**src/hdl/fos_pkg.sv**
```systemverilog
package fos_pkg;

    localparam int WORD_W             = 32;
    localparam int INDEX_W            = 5;
    localparam int CFG_LEN_W          = 6;
    localparam int MAX_NEEDLE_DEFAULT = 32;
    localparam int APB_ADDR_W         = 3;
    localparam int APB_DATA_W         = 32;

    typedef enum logic [0:0] {
        REG_NEEDLE_LENGTH = 1'b0,
        REG_UNUSED        = 1'b1
    } reg_index_t;

    typedef enum logic [0:0] {
        MODE_LOAD     = 1'b0,
        MODE_HAYSTACK = 1'b1
    } mode_t;

    typedef struct packed {
        logic              found;
        logic [WORD_W-1:0] match_start;
    } outcome_t;

    typedef struct packed {
        logic step;
        logic clear;
    } cell_ctrl_t;

endpackage

```
**src/hdl/fos_cell.sv**
```systemverilog
module fos_cell (
    input  logic                        clk,
    input  logic                        rst_n,
    input  fos_pkg::cell_ctrl_t         ctrl,
    input  logic                        load_en,
    input  logic [fos_pkg::WORD_W-1:0]  word,
    input  logic                        active,
    input  logic                        prev_match,
    output logic                        match,
    output logic                        match_next
);
    import fos_pkg::*;

    logic [WORD_W-1:0] needle_reg;
    logic              match_reg;

    always_ff @(posedge clk)
    begin
        if (load_en)
        begin
            needle_reg <= word;
        end
    end

    assign match_next = prev_match && active && (needle_reg == word);

    always_ff @(posedge clk or negedge rst_n)
    begin
        if (!rst_n)
        begin
            match_reg <= 1'b0;
        end
        else if (ctrl.clear)
        begin
            match_reg <= 1'b0;
        end
        else if (ctrl.step)
        begin
            match_reg <= match_next;
        end
    end

    assign match = match_reg;

endmodule

```
**src/hdl/fos_out_buf.sv**
```systemverilog
module fos_out_buf (
    input  logic              clk,
    input  logic              rst_n,
    input  logic              push,
    input  fos_pkg::outcome_t push_data,
    output logic              full,
    output logic              out_valid,
    input  logic              out_stall,
    output fos_pkg::outcome_t out_data
);
    import fos_pkg::*;

    logic     main_valid_reg;
    logic     skid_valid_reg;
    outcome_t main_data_reg;
    outcome_t skid_data_reg;
    logic     pop;

    assign pop = main_valid_reg && !out_stall;

    always_ff @(posedge clk or negedge rst_n)
    begin
        if (!rst_n)
        begin
            main_valid_reg <= 1'b0;
            skid_valid_reg <= 1'b0;
        end
        else if (skid_valid_reg)
        begin
            if (pop)
            begin
                skid_valid_reg <= 1'b0;
            end
        end
        else if (push)
        begin
            if (main_valid_reg && !pop)
            begin
                skid_valid_reg <= 1'b1;
            end
            else
            begin
                main_valid_reg <= 1'b1;
            end
        end
        else if (pop)
        begin
            main_valid_reg <= 1'b0;
        end
    end

    always_ff @(posedge clk)
    begin
        if (skid_valid_reg)
        begin
            if (pop)
            begin
                main_data_reg <= skid_data_reg;
            end
        end
        else if (push)
        begin
            if (main_valid_reg && !pop)
            begin
                skid_data_reg <= push_data;
            end
            else
            begin
                main_data_reg <= push_data;
            end
        end
    end

    assign full      = skid_valid_reg;
    assign out_valid = main_valid_reg;
    assign out_data  = main_data_reg;

endmodule

```
**src/hdl/first_occurrence_search_core.sv**
```systemverilog
// Streaming first-occurrence search. Transactions with mode 0 load a needle word into
// the slot given by needle_index; transactions with mode 1 present haystack words. A row
// of MAX_NEEDLE cells holds the needle, one word per cell, and each cell passes its
// partial-match bit to its neighbor, so one haystack word is taken every cycle with no
// gaps while in_stall is low. The first full match yields found with the haystack index
// of its start; an empty needle yields found at index 0. A haystack ending in last_word
// without a match yields not-found on that word. Results are registered in a two-entry
// output buffer; input continues while one waits and stalls only when both are full.
module first_occurrence_search_core #(
    parameter int MAX_NEEDLE = fos_pkg::MAX_NEEDLE_DEFAULT
) (
    input  logic                            clk,
    input  logic                            rst_n,
    input  logic                            psel,
    input  logic                            penable,
    input  logic                            pwrite,
    input  logic [fos_pkg::APB_ADDR_W-1:0]  paddr,
    input  logic [fos_pkg::APB_DATA_W-1:0]  pwdata,
    output logic [fos_pkg::APB_DATA_W-1:0]  prdata,
    output logic                            pready,
    input  logic                            in_valid,
    output logic                            in_stall,
    input  logic                            mode,
    input  logic [fos_pkg::INDEX_W-1:0]     needle_index,
    input  logic signed [fos_pkg::WORD_W-1:0] word,
    input  logic                            last_word,
    output logic                            out_valid,
    input  logic                            out_stall,
    output logic                            found,
    output logic [fos_pkg::WORD_W-1:0]      match_start
);
    import fos_pkg::*;

    localparam int LEN_W = $clog2(MAX_NEEDLE + 1);

    logic [CFG_LEN_W-1:0] needle_length_reg;
    logic [LEN_W-1:0]     used_len;
    reg_index_t           reg_sel;

    logic [WORD_W-1:0]    count_reg;
    logic [WORD_W-1:0]    count_next;
    logic                 answered_reg;
    logic                 answered_next;

    logic                 in_acc;
    logic                 hay_acc;
    logic                 hit;
    logic                 len_zero;
    logic                 push;
    logic                 buf_full;
    outcome_t             push_data;
    outcome_t             out_data;
    cell_ctrl_t           ctrl;

    logic [MAX_NEEDLE:0]   chain;
    logic [MAX_NEEDLE-1:0] match_next;
    logic [MAX_NEEDLE-1:0] tail_hit;
    logic [WORD_W-1:0]     word_bits;

    assign word_bits = word;
    assign reg_sel   = reg_index_t'(paddr[2]);
    assign pready    = 1'b1;

    always_ff @(posedge clk or negedge rst_n)
    begin
        if (!rst_n)
        begin
            needle_length_reg <= '0;
        end
        else if (psel && penable && pwrite && (reg_sel == REG_NEEDLE_LENGTH))
        begin
            needle_length_reg <= pwdata[CFG_LEN_W-1:0];
        end
    end

    always_comb
    begin
        unique case (reg_sel)
            REG_NEEDLE_LENGTH: prdata = APB_DATA_W'(needle_length_reg);
            default:           prdata = '0;
        endcase
    end

    assign used_len = (32'(needle_length_reg) > 32'(MAX_NEEDLE)) ?
                      LEN_W'(MAX_NEEDLE) : LEN_W'(needle_length_reg);
    assign len_zero = (used_len == '0);

    assign in_stall = buf_full;
    assign in_acc   = in_valid && !in_stall;
    assign hay_acc  = in_acc && (mode_t'(mode) == MODE_HAYSTACK);

    assign ctrl.step  = hay_acc && !answered_reg && !len_zero;
    assign ctrl.clear = hay_acc && last_word;

    assign chain[0] = 1'b1;

    genvar k;
    generate
        for (k = 0; k < MAX_NEEDLE; k++)
        begin : g_cell
            logic load_en;
            logic active;

            assign load_en = in_acc && (mode_t'(mode) == MODE_LOAD) &&
                             (32'(needle_index) == 32'(k));
            assign active  = (32'(used_len) > 32'(k));

            fos_cell u_cell (
                .clk        (clk),
                .rst_n      (rst_n),
                .ctrl       (ctrl),
                .load_en    (load_en),
                .word       (word_bits),
                .active     (active),
                .prev_match (chain[k]),
                .match      (chain[k+1]),
                .match_next (match_next[k])
            );

            assign tail_hit[k] = match_next[k] && (32'(used_len) == 32'(k + 1));
        end
    endgenerate

    assign hit = |tail_hit;

    always_comb
    begin
        push                  = hay_acc && !answered_reg && (len_zero || hit || last_word);
        push_data.found       = len_zero || hit;
        push_data.match_start = '0;
        if (!len_zero && hit)
        begin
            push_data.match_start = count_reg - WORD_W'(used_len) + WORD_W'(1);
        end
    end

    always_comb
    begin
        count_next    = count_reg;
        answered_next = answered_reg;
        if (hay_acc)
        begin
            if (last_word)
            begin
                count_next    = '0;
                answered_next = 1'b0;
            end
            else
            begin
                if (count_reg != '1)
                begin
                    count_next = count_reg + WORD_W'(1);
                end
                if (push)
                begin
                    answered_next = 1'b1;
                end
            end
        end
    end

    always_ff @(posedge clk or negedge rst_n)
    begin
        if (!rst_n)
        begin
            count_reg    <= '0;
            answered_reg <= 1'b0;
        end
        else
        begin
            count_reg    <= count_next;
            answered_reg <= answered_next;
        end
    end

    fos_out_buf u_out_buf (
        .clk       (clk),
        .rst_n     (rst_n),
        .push      (push),
        .push_data (push_data),
        .full      (buf_full),
        .out_valid (out_valid),
        .out_stall (out_stall),
        .out_data  (out_data)
    );

    assign found       = out_data.found;
    assign match_start = out_data.match_start;

    a_stall_needs_result: assert property (@(posedge clk) disable iff (!rst_n)
        in_stall |-> out_valid)
        else $error("Input stalled while no result is pending.");

    a_one_answer: assert property (@(posedge clk) disable iff (!rst_n)
        (hay_acc && answered_reg) |-> !push)
        else $error("Second result produced within one search.");

    a_count_saturates: assert property (@(posedge clk) disable iff (!rst_n)
        (count_reg == '1) |=> ((count_reg == '1) || (count_reg == '0)))
        else $error("Haystack position wrapped instead of saturating.");

endmodule
```
**config.mk**
```make
export PLATFORM = sky130hd
export DESIGN_NAME = first_occurrence_search_core
export DESIGN_NICKNAME = d
export VERILOG_FILES = /design/src/hdl/fos_pkg.sv /design/src/hdl/fos_cell.sv /design/src/hdl/fos_out_buf.sv /design/src/hdl/first_occurrence_search_core.sv
export SDC_FILE = /design/constraint.sdc
export NUM_CORES = 2
export LEC_CHECK = 0
export BUFFER_PORTS_ARGS = -buffer_cell sky130_fd_sc_hd__buf_2
export CAP_MARGIN = 15
export CORE_ASPECT_RATIO = 0.75
export CORE_MARGIN = 10
export CORE_UTILIZATION = 50
export CTS_CLUSTER_DIAMETER = 80
export DETAILED_ROUTE_END_ITERATION = 10
export PLACE_DENSITY_LB_ADDON = 0.3
export SYNTH_ARGS = -nofsm -noshare
export SYNTH_HDL_FRONTEND = slang
export SYNTH_HIERARCHICAL = 1
export SYNTH_SLANG_ARGS = --single-unit
```
**constraint.sdc**
```tcl
create_clock -name clk -period 14.92 [get_ports clk]
set_input_delay 0.746 -clock clk [delete_from_list [all_inputs] [get_ports clk]]
set_output_delay 0.746 -clock clk [all_outputs]
set_load 0.005 [all_outputs]
```
=== Yosys cells after proc, flatten, opt, wreduce, memory -nomap -nowiden ===
Index checks and enable logic that the tools add are counted.

* Multiplexer cells: 80
* Magnitude comparators: 33
* $add $sub $neg: 3
* Reduce and logical (&&, ||, !) cells: 160
* Bitwise logic cells: 3
* Equality and inequality tests: 99

{| class="wikitable"
|+ Operator list
! operator !! count
|-
| $eq 32x32->1 || 32
|-
| $logic_and 1x1->1 || 140
|-
| $mux 33 || 4
|-
| $eq 6x5->1 const B || 16
|-
| $gt 6x5->1 const B || 16
|-
| $mux 32 || 3
|-
| $eq 5x5->1 const B || 16
|-
| $mux 1 || 71
|-
| $add 32x1->32 const B || 2
|-
| $eq 6x4->1 const B || 8
|-
| $gt 6x4->1 const B || 8
|-
| $eq 5x4->1 const B || 8
|-
| $ne 32x32->1 const B || 1
|-
| $reduce_or 32->1 || 1
|-
| $sub 32x6->32 || 1
|-
| $eq 6x3->1 const B || 4
|-
| $gt 6x3->1 const B || 4
|-
| $eq 5x3->1 const B || 4
|-
| $eq 6x2->1 const B || 2
|-
| $gt 6x1->1 const B || 2
|-
| $gt 6x2->1 const B || 2
|-
| $mux 6 || 2
|-
| $eq 5x2->1 const B || 2
|-
| $reduce_bool 2->1 || 5
|-
| other kinds (13) || 24
|}

* Bits in registers: 1162
* Output and inout port bits: 68
* Logic and storage cells: 450

=== Depth between registers and ports, before layout ===
* Depth after elaboration: 12
* Mapped depth: 17
* Mapped depth without buffers: 15

=== Modules after synthesis ===
Netlist, hierarchy kept.

{| class="wikitable"
|+ By module, submodules not included
! module !! instances !! cells an instance !! seq. area each (um^2) !! area each (um^2)
|-
| fos_cell || 32 || 83 || 985.9 || 1381.3
|-
| first_occurrence_search_core || 1 || 721 || 975.9 || 5461.5
|-
| fos_out_buf || 1 || 115 || 2031.9 || 2618.8
|}

=== Least setup slack after synthesis ===
No wires, ideal clock.

* Kind: input to register
* From: input word[5] (netlist bit)
* To: register u_out_buf.main_data_reg (netlist bit u_out_buf/out_data[0]) (enable)
* Library setup time: 0.474 ns
* Arrival time: 5.580 ns
* Path slack: 8.866 ns
* Data required time: 14.446 ns
* Stages: 13
* Path through: xor2_1 a2111o_1 a2111oi_2 and4_1 nand3b_1 a2111oi_0 a211o_2 nor4_2 and3_4 buf_6 a311oi_1 nand2b_1 a21boi_0

* Word-level cells in the longest chain between the ends: 9
* Elaborated cells between the ends (all ways): 102
* Those cells by class: 32 x eq/ne; 70 x reduce/logical

{| class="wikitable"
|+ Ends and longest elaborated chain
! what !! RTL line !! source
|-
| start: declaration || first_occurrence_search_core.sv:25 || <nowiki>input logic signed [fos_pkg::WORD_W-1:0] word,</nowiki>
|-
| $eq 32x32->1 || fos_cell.sv:25 || <nowiki>assign match_next = prev_match && active && (needle_reg == word);</nowiki>
|-
| $logic_and 1x1->1 || fos_cell.sv:25 ||
|-
| via match_next[7] || first_occurrence_search_core.sv:56 || <nowiki>logic [MAX_NEEDLE-1:0] match_next;</nowiki>
|-
| $logic_and 1x1->1 || first_occurrence_search_core.sv:120 || <nowiki>assign tail_hit[k] = match_next[k] && (32'(used_len) == 32'(k + 1));</nowiki>
|-
| $reduce_or 32->1 || first_occurrence_search_core.sv:124 || <nowiki>assign hit = |tail_hit;</nowiki>
|-
| $logic_or 1x1->1 (2 in a row) || first_occurrence_search_core.sv:128 || <nowiki>push = hay_acc && !answered_reg && (len_zero || hit || last_word);</nowiki>
|-
| $logic_and 1x1->1 || first_occurrence_search_core.sv:128 ||
|-
| via push || first_occurrence_search_core.sv:49 || <nowiki>logic push;</nowiki>
|-
| $reduce_bool 2->1 (no source line) || n/a ||
|-
| $reduce_and 3->1 (no source line) || n/a ||
|-
| end signal: assignment || fos_out_buf.sv:58 || <nowiki>main_data_reg <= skid_data_reg;</nowiki>
|-
| end signal: assignment || fos_out_buf.sv:69 || <nowiki>main_data_reg <= push_data;</nowiki>
|-
| end: declaration || fos_out_buf.sv:15 || <nowiki>outcome_t main_data_reg;</nowiki>
|}

The timed path passes the listed nets, and every way through them passes these cells.
A chain may end at the register's enable or synchronous reset.

=== Final worst setup path ===
* From: register needle_length_reg[3]
* To: register u_out_buf.main_data_reg (netlist bit u_out_buf/out_data[11]) (enable)

* Word-level cells in the longest chain between the ends: 12
* Elaborated cells between the ends (all ways): 168
* Those cells by class: 33 x order compare; 32 x eq/ne; 1 x mux; 102 x reduce/logical

{| class="wikitable"
|+ Ends and longest elaborated chain
! what !! RTL line !! source
|-
| start: declaration || first_occurrence_search_core.sv:36 || <nowiki>logic [CFG_LEN_W-1:0] needle_length_reg;</nowiki>
|-
| start signal: assignment || first_occurrence_search_core.sv:72 || <nowiki>needle_length_reg <= pwdata[CFG_LEN_W-1:0];</nowiki>
|-
| $gt 6x6->1 || first_occurrence_search_core.sv:84 || <nowiki>assign used_len = (32'(needle_length_reg) > 32'(MAX_NEEDLE)) ?</nowiki>
|-
| $mux 6 (*) || first_occurrence_search_core.sv:84 ||
|-
| $gt 6x4->1 (*) || first_occurrence_search_core.sv:106 || <nowiki>assign active = (32'(used_len) > 32'(k));</nowiki>
|-
| via g_cell[9].active || first_occurrence_search_core.sv:102 || <nowiki>logic active;</nowiki>
|-
| $logic_and 1x1->1 (*) (2 in a row) || fos_cell.sv:25 ||
|-
| via match_next[9] || first_occurrence_search_core.sv:56 ||
|-
| $logic_and 1x1->1 (*) || first_occurrence_search_core.sv:120 ||
|-
| $reduce_or 32->1 (*) || first_occurrence_search_core.sv:124 ||
|-
| $logic_or 1x1->1 (*) (2 in a row) || first_occurrence_search_core.sv:128 ||
|-
| $logic_and 1x1->1 (*) || first_occurrence_search_core.sv:128 ||
|-
| via push || first_occurrence_search_core.sv:49 ||
|-
| $reduce_bool 2->1 (no source line) (*) || n/a ||
|-
| $reduce_and 3->1 (no source line) (*) || n/a ||
|}

Mark *: on every way through the listed nets, which the timed path passes. The rest lies on a longest branch.

==> metrics.txt <==
# TYPE chip_impl_metric gauge
chip_impl_info{name="outcome",value="finished clean"} 1
chip_impl_metric{name="rows",unit=""} 102
chip_impl_metric{name="reg2reg_setup_slack",unit="ps"} 8880
chip_impl_metric{name="required",unit="ps"} 15350
chip_impl_metric{name="clock_insertion_delay_worst_skew",unit="ps"} 730
chip_impl_metric{name="detail_route.drc_violations",unit=""} 0
chip_impl_metric{name="reg2regPathDepth",unit=""} 13
chip_impl_metric{name="worst_slack",unit="ps"} 8878
chip_impl_metric{name="cts_resized",unit=""} 0
chip_impl_info{name="crit_end_category",value="flop"} 1
chip_impl_info{name="worst_r2r_endpoint",value="u_out_buf/out_data[11]"} 1
chip_impl_metric{name="setup_violations",unit=""} 0
chip_impl_metric{name="cts_inserted_buffers",unit=""} 112
chip_impl_metric{name="clock.fmax",unit="MHz"} 165.5
chip_impl_metric{name="proportion_of_layout_cells_with_a_drive_suffix_above_1",unit="%"} 12.61
chip_impl_info{name="critical_path.startpoint",value="needle_length_reg[3]"} 1
chip_impl_metric{name="worst_slew_slack_as_a_fraction_of_its_limit",unit="%"} 12.02
chip_impl_metric{name="part_of_the_cycle_the_worst_path_needs",unit="%"} 40.50
chip_impl_info{name="tritoncts",value="yes"} 1
chip_impl_info{name="critPathLaunchType",value="flop"} 1
chip_impl_metric{name="final.hold.worst_slack",unit="ps"} 278.5
chip_impl_metric{name="ys.warnings.count",unit=""} 6
chip_impl_metric{name="n_fill_cell",unit=""} 8068
chip_impl_metric{name="cts_num_sinks",unit=""} 1162
chip_impl_metric{name="p_sw_share",unit="%"} 24.40
chip_impl_metric{name="p_seq_share",unit="%"} 50.3
chip_impl_metric{name="grt.total_usage",unit="%"} 19.92
chip_impl_metric{name="syn2layout_area_growth",unit="%"} 12.16
chip_impl_metric{name="syn_avg_cell_area",unit="sq um"} 14.98
chip_impl_metric{name="die_h",unit="um"} 299.9
chip_impl_metric{name="wirelength_per_cell",unit="um"} 22.72
chip_impl_metric{name="pre_cts_ws",unit="ps"} 8131
chip_impl_metric{name="post_cts_hold_buffers",unit=""} 1
chip_impl_metric{name="worst_pin_slew",unit="ps"} 1301
chip_impl_metric{name="cts.repair_timing.setup_buffer_count",unit=""} 0
chip_impl_metric{name="grt_max_degree",unit=""} 89
chip_impl_info{name="cts_root_buf",value="clkbuf_16"} 1
chip_impl_metric{name="p_per_area",unit="mW/mm^2"} 123.9
chip_impl_metric{name="place.detailed.hpwl",unit="um"} 74070
chip_impl_info{name="crit_end",value="u_out_buf/out_data[11]"} 1
chip_impl_metric{name="grt_antenna_before_repair",unit=""} 9
chip_impl_metric{name="timing_max_transition_violations_final",unit=""} 0
chip_impl_info{name="regToRegStartpoint",value="needle_length_reg[3]"} 1
chip_impl_metric{name="cts_max_path_buffers",unit=""} 3
chip_impl_metric{name="syn_area",unit="sq mm"} 0.05224
chip_impl_metric{name="avgViaCountPerCell",unit=""} 5.620
chip_impl_metric{name="number_of_flip_flops_in_the_largest_register",unit=""} 1024
chip_impl_metric{name="peak_fanout_along_the_critical_path",unit=""} 30
chip_impl_metric{name="comb_power_share",unit="%"} 10.8
chip_impl_metric{name="synth_cells",unit=""} 3488
chip_impl_metric{name="critical_path_arrival",unit="ps"} 6470
chip_impl_metric{name="sum_of_routed_wire_length_over_all_layers",unit="um"} 119000
chip_impl_metric{name="placeableCoreArea",unit="sq mm"} 0.1035
chip_impl_info{name="cpMaxStageDelayCell",value="dfrtp_1"} 1
chip_impl_metric{name="grt_pass1_vias",unit=""} 28001
chip_impl_metric{name="ioPinCount",unit=""} 149
chip_impl_metric{name="die_area",unit="sq mm"} 0.1179
chip_impl_metric{name="finClkSkew",unit="ps"} 40.85
chip_impl_metric{name="cellInternalPower",unit="uW"} 5487
chip_impl_metric{name="die_w",unit="um"} 393.2
chip_impl_metric{name="detail_route.first_pass.iterations",unit=""} 5
chip_impl_metric{name="route.antenna.remaining_nets",unit=""} 0
chip_impl_metric{name="routed-via-count",unit=""} 29441
chip_impl_metric{name="gr-total-overflow",unit=""} 0
chip_impl_info{name="hold_path_class",value="primary input to flop"} 1
chip_impl_metric{name="grt_pass1_wl",unit="um"} 179800
chip_impl_metric{name="start_util",unit="%"} 50.47
chip_impl_info{name="worstSetupPathType",value="flop to flop"} 1
chip_impl_metric{name="cellLeakagePower",unit="uW"} 0.01947
chip_impl_metric{name="port-buffer-count",unit=""} 93
chip_impl_info{name="rsz_0062_raised_after_global_routing",value="no"} 1
chip_impl_metric{name="detail_route.iter0.violations",unit=""} 2729
chip_impl_metric{name="p_switching",unit="uW"} 1771
chip_impl_metric{name="critical_path.max_stage_delay",unit="ps"} 880
chip_impl_metric{name="ir_drop",unit="V"} 0.0001001
chip_impl_metric{name="drv.max_cap_violation_count",unit=""} 0
chip_impl_info{name="cp_cell_sequence",value="inv_1, o21ai_0, o2111ai_1, nor4_1, and4_1, a21oi_1, o31ai_1, mux2i_1, and3_4, a311oi_1, nand2b_1, a21boi_4, buf_16"} 1
chip_impl_metric{name="gp_congestion",unit=""} 0.8413
chip_impl_metric{name="hold_violation_total_from_the_final_report",unit=""} 0
chip_impl_metric{name="h-tree-depth",unit=""} 3
chip_impl_metric{name="fin_nets",unit=""} 3882
chip_impl_metric{name="clock_period_minus_final_worst_setup_slack",unit="ps"} 6042
chip_impl_metric{name="setup_total_negative_slack",unit="ps"} 0
chip_impl_metric{name="clkTransAtPathRegs",unit="ps"} 60
chip_impl_metric{name="power.share.clock",unit="%"} 38.9
## cell type report
type	count	area, sq um	area share, %
well taps	1404	1757	2.998
clock buffers	137	2969	5.068
clock inverters	69	659.4	1.125
diodes	5	12.51	0.02136
inverters	143	539.3	0.9204
multi-input cells	2144	16940	28.91
flip-flops and latches	1162	34530	58.94
repair buffers	175	1181	2.016
## cells in the final DEF (no fill, tap or decap), types with 32 or more instances in the layout
master,instances
o221ai_1,32
inv_1,140
dfrtp_1,71
nand4_1,171
nand3_1,33
nor2_1,97
buf_4,111
buf_2,62
nor2b_1,101
ha_1,62
xor2_1,235
nand2b_1,44
nor3_1,45
o21ai_0,41
a21oi_1,39
nor4_1,68
a2111o_1,32
a2111oi_2,32
and4_1,37
nand2_1,61
xnor2_1,698
o2111ai_1,33
clkbuf_16,114
edfxtp_1,1090
## metal layers
metal / share of wire, % / global-route usage (%)
met1: 48 / 31.44
met2: 42 / 28.45
met3: 8.1 / 3.462
met4: 1.7 / 4.369
met5: 0 / 0
## power groups by stage
stage               combinational, uW  clock (uW)  sequential, uW
floorplan                         474           0            3710
global placement                  764           0            3720
detailed placement                776           0            3720
CTS                               781        2870            3650
global route                      852        3000            3650
finish                            786        2820            3650
## how the worst min path moves through the flow
stage,from,endpoint,slack (ps),cells after the start
detailed placement,g_cell[19].u_cell/match,g_cell[19].u_cell/match,490,1
CTS,out_stall,u_out_buf/out_valid,240,3
floorplan,rst_n,answered_reg,450,0
global placement,g_cell[9].u_cell/match,g_cell[9].u_cell/match,490,1
global route,out_stall,u_out_buf/out_valid,270,3
finish,out_stall,u_out_buf/out_valid,280,3
## critical path: cells and delay by family (launching register included)
kind,cells,cell delay (ps)
multiplexers,1,230
AND/OR/NAND/NOR,4,1310
flip-flops,1,880
buffers and inverters,2,740
AO/OA/AOI/OAI,6,2560
## stage by stage
stage | cell area, sq um | util (%) | std cells | power, uW
global route | 58580 | 56.60 | 5234 | 7504
finish | 58590 | 56.61 | 5239 | 7258
floorplan | 52340 | - | 3514 | 4186
detailed placement | 54910 | 53.05 | 5025 | 4496
CTS | 58540 | 56.56 | 5232 | 7301
global placement | 54910 | 53.05 | 5025 | 4482
Note: power is estimated with default switching activity, not from simulation.
